<file path="config.mk">
export PLATFORM = sky130hd
export DESIGN_NAME = imu_serial_frame_decoder_flat
export DESIGN_NICKNAME = d
export VERILOG_FILES = /design/src/isfd_pkg.sv /design/src/isfd_channels.sv /design/src/isfd_capture.sv /design/src/isfd_convert.sv /design/src/imu_serial_frame_decoder.sv /design/src/flat_wrapper.sv
export SDC_FILE = /design/constraint.sdc
export NUM_CORES = 1
export LEC_CHECK = 0
export BUFFER_PORTS_ARGS = -buffer_cell sky130_fd_sc_hd__buf_2
export CORE_MARGIN = 2
export CORE_UTILIZATION = 30
export CTS_CLUSTER_DIAMETER = 30
export DETAILED_ROUTE_END_ITERATION = 8
export HOLD_SLACK_MARGIN = 0.03
export SKIP_CTS_REPAIR_TIMING = 1
export SLEW_MARGIN = 15
export SYNTH_ARGS = -nofsm -noshare
export SYNTH_HDL_FRONTEND = slang
export SYNTH_SLANG_ARGS = --single-unit
</file>
<file path="constraint.sdc">
create_clock -name clk -period 8.1 [get_ports clk]
set_clock_uncertainty 0.15 [all_clocks]
set_input_delay 0 -clock clk [delete_from_list [all_inputs] [get_ports clk]]
set_output_delay 0 -clock clk [all_outputs]
set_load 0.01 [all_outputs]
</file>
<file path="src/isfd_pkg.sv">
// Shared types, constants and frame codes for the IMU serial frame decoder.
// No dependencies; every other file imports this package.

package isfd_pkg;

  // Frame geometry
  localparam int FRAME_BYTES = 11;
  localparam int STORE_DEPTH = 10;
  localparam int POS_W       = $clog2(FRAME_BYTES);
  localparam int STORE_IDX_W = $clog2(STORE_DEPTH);

  // Result field widths
  localparam int AXIS_W  = 28;
  localparam int TEMP_W  = 25;
  localparam int RAW_W   = 16;
  localparam int SCALE_W = 13;

  // Header and type bytes
  localparam logic [7:0] HEADER_BYTE = 8'h55;
  localparam logic [7:0] TYPE_ACCEL  = 8'h51;
  localparam logic [7:0] TYPE_GYRO   = 8'h52;
  localparam logic [7:0] TYPE_ANGLE  = 8'h53;

  // Q16 scale per kind: 16/32768, 2000/32768, 180/32768 times 65536
  localparam logic [SCALE_W-1:0] SCALE_ACCEL = 13'd32;
  localparam logic [SCALE_W-1:0] SCALE_GYRO  = 13'd4000;
  localparam logic [SCALE_W-1:0] SCALE_ANGLE = 13'd360;

  // Temperature: floor(raw*65536/340) + 36.25 in Q16, split as
  // 192*raw + floor((64*(raw+32768)+53)/85) + TEMP_OFFSET.
  // TEMP_RECIP = ceil(2^31/85), exact for numerators below 2^22.
  localparam logic [24:0] TEMP_RECIP     = 25'd25264514;
  localparam int          TEMP_RECIP_SH  = 31;
  localparam logic [21:0] TEMP_BIAS      = 22'd53;
  localparam logic [23:0] TEMP_RAW_SCALE = 24'd192;
  localparam logic [25:0] TEMP_OFFSET    = 26'd2351007;

  typedef enum logic [1:0] {
    KIND_ACCEL = 2'd0,
    KIND_GYRO  = 2'd1,
    KIND_ANGLE = 2'd2
  } kind_t;

  typedef logic [STORE_DEPTH-1:0][7:0] frame_bytes_t;

  typedef struct packed {
    kind_t                     kind;
    logic signed [AXIS_W-1:0]  axis_x;
    logic signed [AXIS_W-1:0]  axis_y;
    logic signed [AXIS_W-1:0]  axis_z;
    logic signed [TEMP_W-1:0]  temperature;
  } result_t;

  // Capture status handed to the output stage
  typedef struct packed {
    logic frame_end;  // beat carries the last byte of a frame
    logic frame_ok;   // header and type of that frame are valid
  } cap_status_t;

endpackage

</file>
<file path="src/isfd_channels.sv">
// Handshake channels of the IMU serial frame decoder: byte input and result output.
// Depends on isfd_pkg.

interface isfd_in_if
  import isfd_pkg::*;
();
  logic       valid;
  logic       ready;
  logic [7:0] rx_byte;

  modport source (output valid, output rx_byte, input ready);
  modport sink   (input valid, input rx_byte, output ready);
endinterface

interface isfd_out_if
  import isfd_pkg::*;
();
  logic                     valid;
  logic                     ready;
  kind_t                    kind;
  logic signed [AXIS_W-1:0] axis_x;
  logic signed [AXIS_W-1:0] axis_y;
  logic signed [AXIS_W-1:0] axis_z;
  logic signed [TEMP_W-1:0] temperature;

  modport source (output valid, output kind, output axis_x, output axis_y,
                  output axis_z, output temperature, input ready);
  modport sink   (input valid, input kind, input axis_x, input axis_y,
                  input axis_z, input temperature, output ready);
endinterface

</file>
<file path="src/isfd_capture.sv">
// Byte position counter and frame byte store (bytes 0..9 of the current frame).
// Depends on isfd_pkg.

module isfd_capture
  import isfd_pkg::*;
(
  input  logic         clk,
  input  logic         rst_n,
  input  logic         beat,
  input  logic [7:0]   rx_byte,
  output frame_bytes_t frame_bytes,
  output logic         frame_end
);

  logic [POS_W-1:0] pos_r, pos_nxt;
  frame_bytes_t     store_r;

  assign frame_end = (pos_r == POS_W'(FRAME_BYTES - 1));

  // Position wraps after the last byte; no resync
  always_comb begin
    pos_nxt = pos_r;
    if (beat) begin
      pos_nxt = frame_end ? '0 : pos_r + 1'b1;
    end
  end

  always_ff @(posedge clk) begin
    if (!rst_n) begin
      pos_r <= '0;
    end else begin
      pos_r <= pos_nxt;
    end
  end

  // Store bytes 0..9; checksum and later bytes are only counted
  always_ff @(posedge clk) begin
    for (int i = 0; i < STORE_DEPTH; i++) begin
      if (beat && (pos_r == POS_W'(i))) begin
        store_r[i] <= rx_byte;
      end
    end
  end

  assign frame_bytes = store_r;

  a_pos_range: assert property (@(posedge clk) disable iff (!rst_n)
    pos_r <= POS_W'(FRAME_BYTES - 1))
    else $error("byte position past end of frame");

  a_wrap: assert property (@(posedge clk) disable iff (!rst_n)
    (beat && frame_end) |=> (pos_r == '0))
    else $error("position did not wrap after last byte");

endmodule

</file>
<file path="src/isfd_convert.sv">
// Frame check and Q16 conversion of axes and temperature from stored frame bytes.
// Depends on isfd_pkg.

module isfd_convert
  import isfd_pkg::*;
(
  input  frame_bytes_t frame_bytes,
  output logic         frame_ok,
  output result_t      result
);

  logic [SCALE_W-1:0]             scale;
  kind_t                          kind;
  logic                           type_ok;
  logic signed [SCALE_W:0]        scale_s;
  logic signed [RAW_W-1:0]        raw_x, raw_y, raw_z, raw_t;
  logic signed [RAW_W+SCALE_W:0]  prod_x, prod_y, prod_z;
  logic [RAW_W-1:0]               u_t;
  logic [21:0]                    t_num;
  logic [46:0]                    recip_prod;
  logic [RAW_W-1:0]               t_quo;
  logic signed [23:0]             t_base;
  logic signed [25:0]             t_sum;

  // Type byte decode
  always_comb begin
    type_ok = 1'b1;
    kind    = KIND_ACCEL;
    scale   = SCALE_ACCEL;
    case (frame_bytes[1])
      TYPE_ACCEL: begin
        kind  = KIND_ACCEL;
        scale = SCALE_ACCEL;
      end
      TYPE_GYRO: begin
        kind  = KIND_GYRO;
        scale = SCALE_GYRO;
      end
      TYPE_ANGLE: begin
        kind  = KIND_ANGLE;
        scale = SCALE_ANGLE;
      end
      default: begin
        type_ok = 1'b0;
      end
    endcase
  end

  assign frame_ok = (frame_bytes[0] == HEADER_BYTE) && type_ok;

  // Little-endian raw values
  assign raw_x = $signed({frame_bytes[3], frame_bytes[2]});
  assign raw_y = $signed({frame_bytes[5], frame_bytes[4]});
  assign raw_z = $signed({frame_bytes[7], frame_bytes[6]});
  assign raw_t = $signed({frame_bytes[9], frame_bytes[8]});

  // Axes: one constant-range multiply each
  assign scale_s = $signed({1'b0, scale});
  assign prod_x  = raw_x * scale_s;
  assign prod_y  = raw_y * scale_s;
  assign prod_z  = raw_z * scale_s;

  // Temperature: floor division by 85 on an offset-binary numerator
  assign u_t        = {~raw_t[RAW_W-1], raw_t[RAW_W-2:0]};
  assign t_num      = {u_t, 6'b0} + TEMP_BIAS;
  assign recip_prod = t_num * TEMP_RECIP;
  assign t_quo      = recip_prod[46:TEMP_RECIP_SH];
  assign t_base     = raw_t * $signed(TEMP_RAW_SCALE);
  assign t_sum      = 26'(t_base) + $signed({10'b0, t_quo}) + $signed(TEMP_OFFSET);

  always_comb begin
    result.kind        = kind;
    result.axis_x      = prod_x[AXIS_W-1:0];
    result.axis_y      = prod_y[AXIS_W-1:0];
    result.axis_z      = prod_z[AXIS_W-1:0];
    result.temperature = t_sum[TEMP_W-1:0];
  end

endmodule

</file>
<file path="src/imu_serial_frame_decoder.sv">
// Top level of the IMU serial frame decoder: byte capture, conversion, result register.
// Depends on isfd_pkg, isfd_channels, isfd_capture and isfd_convert.

// Takes one serial byte per beat and groups bytes into 11-byte frames purely by
// count from reset, with no resynchronization. The beat that carries the last
// byte of a frame is checked (header 0x55, type 0x51/0x52/0x53); a good frame
// loads one result into the output register on that clock edge, so the result
// is visible the cycle after its last byte. Bad frames give no result and the
// checksum byte is not examined. A byte is accepted every cycle while the output
// register is empty or being drained; the one output register is the only
// stage, so throughput is one byte per cycle under that condition.

module imu_serial_frame_decoder
  import isfd_pkg::*;
(
  input  logic       clk,
  input  logic       rst_n,
  isfd_in_if.sink    in_chan,
  isfd_out_if.source out_chan
);

  logic         beat;
  logic         load;
  frame_bytes_t frame_bytes;
  cap_status_t  cap_status;
  result_t      result;
  logic         out_valid_r, out_valid_nxt;
  result_t      out_data_r;

  assign in_chan.ready = !out_valid_r || out_chan.ready;
  assign beat          = in_chan.valid && in_chan.ready;

  isfd_capture u_capture (
    .clk         (clk),
    .rst_n       (rst_n),
    .beat        (beat),
    .rx_byte     (in_chan.rx_byte),
    .frame_bytes (frame_bytes),
    .frame_end   (cap_status.frame_end)
  );

  isfd_convert u_convert (
    .frame_bytes (frame_bytes),
    .frame_ok    (cap_status.frame_ok),
    .result      (result)
  );

  assign load = beat && cap_status.frame_end && cap_status.frame_ok;

  // Output register valid
  always_comb begin
    out_valid_nxt = out_valid_r;
    if (load) begin
      out_valid_nxt = 1'b1;
    end else if (out_chan.ready) begin
      out_valid_nxt = 1'b0;
    end
  end

  always_ff @(posedge clk) begin
    if (!rst_n) begin
      out_valid_r <= 1'b0;
    end else begin
      out_valid_r <= out_valid_nxt;
    end
  end

  // Output payload
  always_ff @(posedge clk) begin
    if (load) begin
      out_data_r <= result;
    end
  end

  assign out_chan.valid       = out_valid_r;
  assign out_chan.kind        = out_data_r.kind;
  assign out_chan.axis_x      = out_data_r.axis_x;
  assign out_chan.axis_y      = out_data_r.axis_y;
  assign out_chan.axis_z      = out_data_r.axis_z;
  assign out_chan.temperature = out_data_r.temperature;

  a_result_from_frame: assert property (@(posedge clk) disable iff (!rst_n)
    $rose(out_valid_r) |-> $past(beat && cap_status.frame_end && cap_status.frame_ok))
    else $error("result appeared without a good frame end");

  a_drain: assert property (@(posedge clk) disable iff (!rst_n)
    (out_valid_r && out_chan.ready && !load) |=> !out_valid_r)
    else $error("taken result was not cleared");

endmodule

</file>
<file path="src/flat_wrapper.sv">
// flat-port wrapper written by rule: the top's interface ports become plain ports
module imu_serial_frame_decoder_flat import isfd_pkg::*;
  (clk, rst_n, in_chan_valid, in_chan_rx_byte, in_chan_ready, out_chan_valid, out_chan_kind, out_chan_axis_x, out_chan_axis_y, out_chan_axis_z, out_chan_temperature, out_chan_ready);
  isfd_in_if in_chan_i ();
  isfd_out_if out_chan_i ();
  input  logic clk;
  input  logic rst_n;
  input wire logic [$bits(in_chan_i.valid)-1:0] in_chan_valid;
  input wire logic [$bits(in_chan_i.rx_byte)-1:0] in_chan_rx_byte;
  output wire logic [$bits(in_chan_i.ready)-1:0] in_chan_ready;
  output wire logic [$bits(out_chan_i.valid)-1:0] out_chan_valid;
  output wire logic [$bits(out_chan_i.kind)-1:0] out_chan_kind;
  output wire logic [$bits(out_chan_i.axis_x)-1:0] out_chan_axis_x;
  output wire logic [$bits(out_chan_i.axis_y)-1:0] out_chan_axis_y;
  output wire logic [$bits(out_chan_i.axis_z)-1:0] out_chan_axis_z;
  output wire logic [$bits(out_chan_i.temperature)-1:0] out_chan_temperature;
  input wire logic [$bits(out_chan_i.ready)-1:0] out_chan_ready;
  assign in_chan_i.valid = in_chan_valid;
  assign in_chan_i.rx_byte = in_chan_rx_byte;
  assign in_chan_ready = in_chan_i.ready;
  assign out_chan_valid = out_chan_i.valid;
  assign out_chan_kind = out_chan_i.kind;
  assign out_chan_axis_x = out_chan_i.axis_x;
  assign out_chan_axis_y = out_chan_i.axis_y;
  assign out_chan_axis_z = out_chan_i.axis_z;
  assign out_chan_temperature = out_chan_i.temperature;
  assign out_chan_i.ready = out_chan_ready;
  imu_serial_frame_decoder u_core (.clk(clk), .rst_n(rst_n), .in_chan(in_chan_i), .out_chan(out_chan_i));
endmodule
</file>
==> summary.md <==
• 7.77 ns — endpoint arrival time on the critical path
• 0 — Hold Violations, Final
• reg2reg — critical setup path kind
• 4 — Max H-tree Level
• 0 — number of warning messages in the yosys log
• 0.49 ns — Crit path largest cell delay
• 8.27 ns — critical path required time
• 44.2 mm — DPL Wire Length
• 0.0859 — fraction of layout instances using a drive strength above 1
• 25.2 mm — Met2 Routed Length
• 0 — number of antenna diodes
• 58 — maximum number of pins on one net before global-route repair
• 6 — largest fanout of any net on the critical path
• 0 — Max Cap Violations
• 17 — TritonCTS buffer count
• 1.04 ns — worst slew pin tran
• 0.494 ns — final setup slack of the worst path
• 14.0 nW — leak pwr
• 0.0277 sq mm — fin area
• 0.000804 — share of synthesized area spent on multiplexers
• adder cells — largest family of logic cells by synthesized area
• sky130_fd_sc_hd__clkbuf_16 — Root Driver
• 0.0400 — XOR/XNOR share of the synthesized area
• 292 um — die height
• 16,800 — number of global-route vias before repair
• 0.281 — share of Yosys cell area claimed by the top area cell type
• 25.5 mm — routed metal-1 wire length
• 785 — violation count after the first detailed-route iteration
• 0.50 ns — later-pin clock latency in the skew report
• sky130_fd_sc_hd__fa_1 — cell type with the largest total area after synthesis
• 7.61 ns — final critical delay including setup and external delays
• in2reg — worst min path class
• sky130_fd_sc_hd__ha_1 — Worst path most repeated cell
• 0.0370 ns — worst setup timing slack at the placement stage
• 2 — maximum root-to-sink buffer count
• 292 um — width of the die
• 0.0724 — post-synthesis compound-gate area fraction
• 0.131 GHz — highest clock rate
• 0.866 — routability congestion estimate
• 1.84 mm — Met3 Routed Length
• 146 uV — largest voltage drop on the vdd net
• 11.1% — area growth from synthesis to layout
• 69 — Cell variety after synth
• sky130_fd_sc_hd__edfxtp_1 — Post-synth top flop
• yes — clock tree from TritonCTS
• 0.0249 sq mm — Mapped Area
• 11.1 sq um — per-instance average area after synthesis
• 187 — number of synthesized register bits
• 0.0884 — Synth Area in Simple Gates
• 0 — number of routed nets with antenna violations
• 0.939 — fraction of the cycle the final worst path needs
• 0.0268 sq mm — placed inst area
• 73.4 mW/mm^2 — P per Cell Area
• 3,178 — number of nets in the layout
• 0 — global route total overflow
• 15.4 um — Avg WL per Cell
• 2,234 — Post-Syn Instances
• 0 ns — Post-Route Setup TNS
• 4.60 — Via-to-Cell Ratio
• completed — run status
• 0 — initial antenna violation count
• flop — Setup crit start kind
• met4 — highest metal used
• 0.09 ns — Clock transition at path regs
• 0.132 — global routing usage summed across all routing layers
• 182 — Post-synth EDFFs
• 125 — # IOs
• sky130_fd_sc_hd__fa_1 28%, sky130_fd_sc_hd__ha_1 22%, sky130_fd_sc_hd__edfxtp_1 22% — top area cells in the synthesized netlist
• 4 — First-pass DRT Iterations
• 0.303 — initial core utilization
• 15,900 — via count
• 115 — number of buffers inserted by port buffering
• 0.503 — adder and majority cell fraction of the synthesized area
• flop — endpoint type of the worst setup path
• 187 — clk sinks
• 0.0821 sq mm — Core ar.
• 105 — cell row count
• 0.0853 sq mm — full die area
• 0 — # setup viols final
• sky130_fd_sc_hd__o41ai_2 — Slowest-stage cell, CP
• 0 — Remaining DRCs
• 0 — Post-synth ARST share
• 0 — count of final max-slew check failures
• 53.2 mm — total wire length
• 0.223 — sequential area share after synthesis
• 88.8 mm — global-route wire length before repair
• 0.300 — worst rel slew slack
==> critical path, delay by kind of cell, from the launching register on <==
kind / cells / cell delay, ns
compound gates: 11 / 2.66
buf+inv: 5 / 0.28
fa+ha+maj: 10 / 3.41
flops: 1 / 0.45
simple gates: 3 / 0.46
==> layout by cell type, fill, tap and decap left out, types with 8 or more instances in the layout <==
cell,synthesis,routed
sky130_fd_sc_hd__inv_1,428,428
sky130_fd_sc_hd__nand3_1,23,23
sky130_fd_sc_hd__nor2_1,72,70
sky130_fd_sc_hd__fa_1,349,349
sky130_fd_sc_hd__a21oi_1,62,60
sky130_fd_sc_hd__o21ai_0,49,48
sky130_fd_sc_hd__and3_1,73,73
sky130_fd_sc_hd__nor3_1,33,32
sky130_fd_sc_hd__o21bai_1,9,9
sky130_fd_sc_hd__nand4_1,9,9
sky130_fd_sc_hd__o211ai_1,14,14
sky130_fd_sc_hd__nor2b_1,42,42
sky130_fd_sc_hd__ha_1,443,442
sky130_fd_sc_hd__clkbuf_16,0,17
sky130_fd_sc_hd__a21o_1,27,27
sky130_fd_sc_hd__dlygate4sd3_1,0,11
sky130_fd_sc_hd__and2_1,59,59
sky130_fd_sc_hd__buf_4,9,26
sky130_fd_sc_hd__nand2b_1,17,17
sky130_fd_sc_hd__o21a_1,23,23
sky130_fd_sc_hd__a211oi_1,15,13
sky130_fd_sc_hd__edfxtp_1,182,182
sky130_fd_sc_hd__xnor2_1,79,79
sky130_fd_sc_hd__nand2_1,47,47
sky130_fd_sc_hd__buf_2,0,115
sky130_fd_sc_hd__a31oi_1,13,12
sky130_fd_sc_hd__conb_1,1,9
sky130_fd_sc_hd__xor2_1,33,32
sky130_fd_sc_hd__or3_1,8,8
==> state kept, by name (all words and copies together), names as in the netlist <==
name,cells
u_core.u_capture.frame_bytes,80
u_core.out_chan.axis_x,25
u_core.out_chan.axis_y,25
u_core.out_chan.axis_z,25
u_core.out_chan.temperature,25
u_core.u_capture.pos_r,4
u_core.out_chan.kind,2
u_core.out_chan.valid,1
==> final timing paths <==
check                                                      start                               to  slack (ns)  depth (start not counted)
worst min register to register         u_core.u_capture.pos_r[1]        u_core.u_capture.pos_r[1]        0.41                          2
worst min-delay path                              out_chan_ready        u_core.u_capture.pos_r[0]        0.04                          6
worst max-delay path            u_core.u_capture.frame_bytes[72]  u_core.out_chan.temperature[24]        0.49                         29
worst max register to register  u_core.u_capture.frame_bytes[72]  u_core.out_chan.temperature[24]        0.49                         29
==> routing by layer <==
metal  track usage  vias to the layer above
li1              -                     7754
met1         0.182                     7872
met2         0.217                      228
met3        0.0207                       33
met4        0.0280                        0
met5             0                        -
==> area by class of cell <==
type,instances,area [sq um]
sequential,187,5570
inverter,428,1610
timing repair buffer,152,881
fill,8258,54400
clock inverter,14,169
tap,1070,1340
clock buffer,18,439
multi-input combinational,1588,17700
==> synthesized netlist by cell type, drive strengths merged (13+ instances only) <==
| library cell | n |
|---|---|
| nand2b | 17 |
| a31oi | 13 |
| nor2b | 42 |
| xnor2 | 79 |
| and3 | 73 |
| o21ai | 54 |
| inv | 428 |
| nand3 | 23 |
| clkbuf | 30 |
| o21a | 23 |
| nor2 | 72 |
| nand2 | 47 |
| edfxtp | 182 |
| ha | 443 |
| nor3 | 34 |
| a21o | 27 |
| o211ai | 14 |
| xor2 | 34 |
| and2 | 59 |
| fa | 349 |
| a211oi | 17 |
| a21oi | 62 |
==> cell families (layout without fill, tap and decap cells) <==
kind of cell	Yosys count	in the layout
other cells	1	9
mux	2	2
buf+inv	467	612
fa+ha+maj	792	792
compound gates	268	268
simple gates	404	404
flops	187	187
xor+xnor	113	113
==> per-stage QoR <==
| stage | std cells | power (W) | utilization | hold slack [ns] |
|---|---|---|---|---|
| finish | 3457 | 0.00203 | 0.337 | 0.0361 |
| global route | 3457 | 0.00211 | 0.337 | 0.0847 |
| CTS | 3441 | 0.00207 | 0.334 | -0.368 |
| detailed placement | 3409 | 0.00116 | 0.327 | 0.173 |
| global placement | 3409 | 0.00116 | 0.327 | 0.173 |
| floorplan | 2242 | 0.00113 | - | -0.0511 |
==> power breakdown <==
| group | switching, W | total, W | internal, W |
|---|---|---|---|
| Clock | 0.000467 | 0.000892 | 0.000425 |
| Sequential | 0.00000405 | 0.00106 | 0.00106 |
| Combinational | 0.0000493 | 0.0000756 | 0.0000263 |
Power figures use the tool's default switching activity.
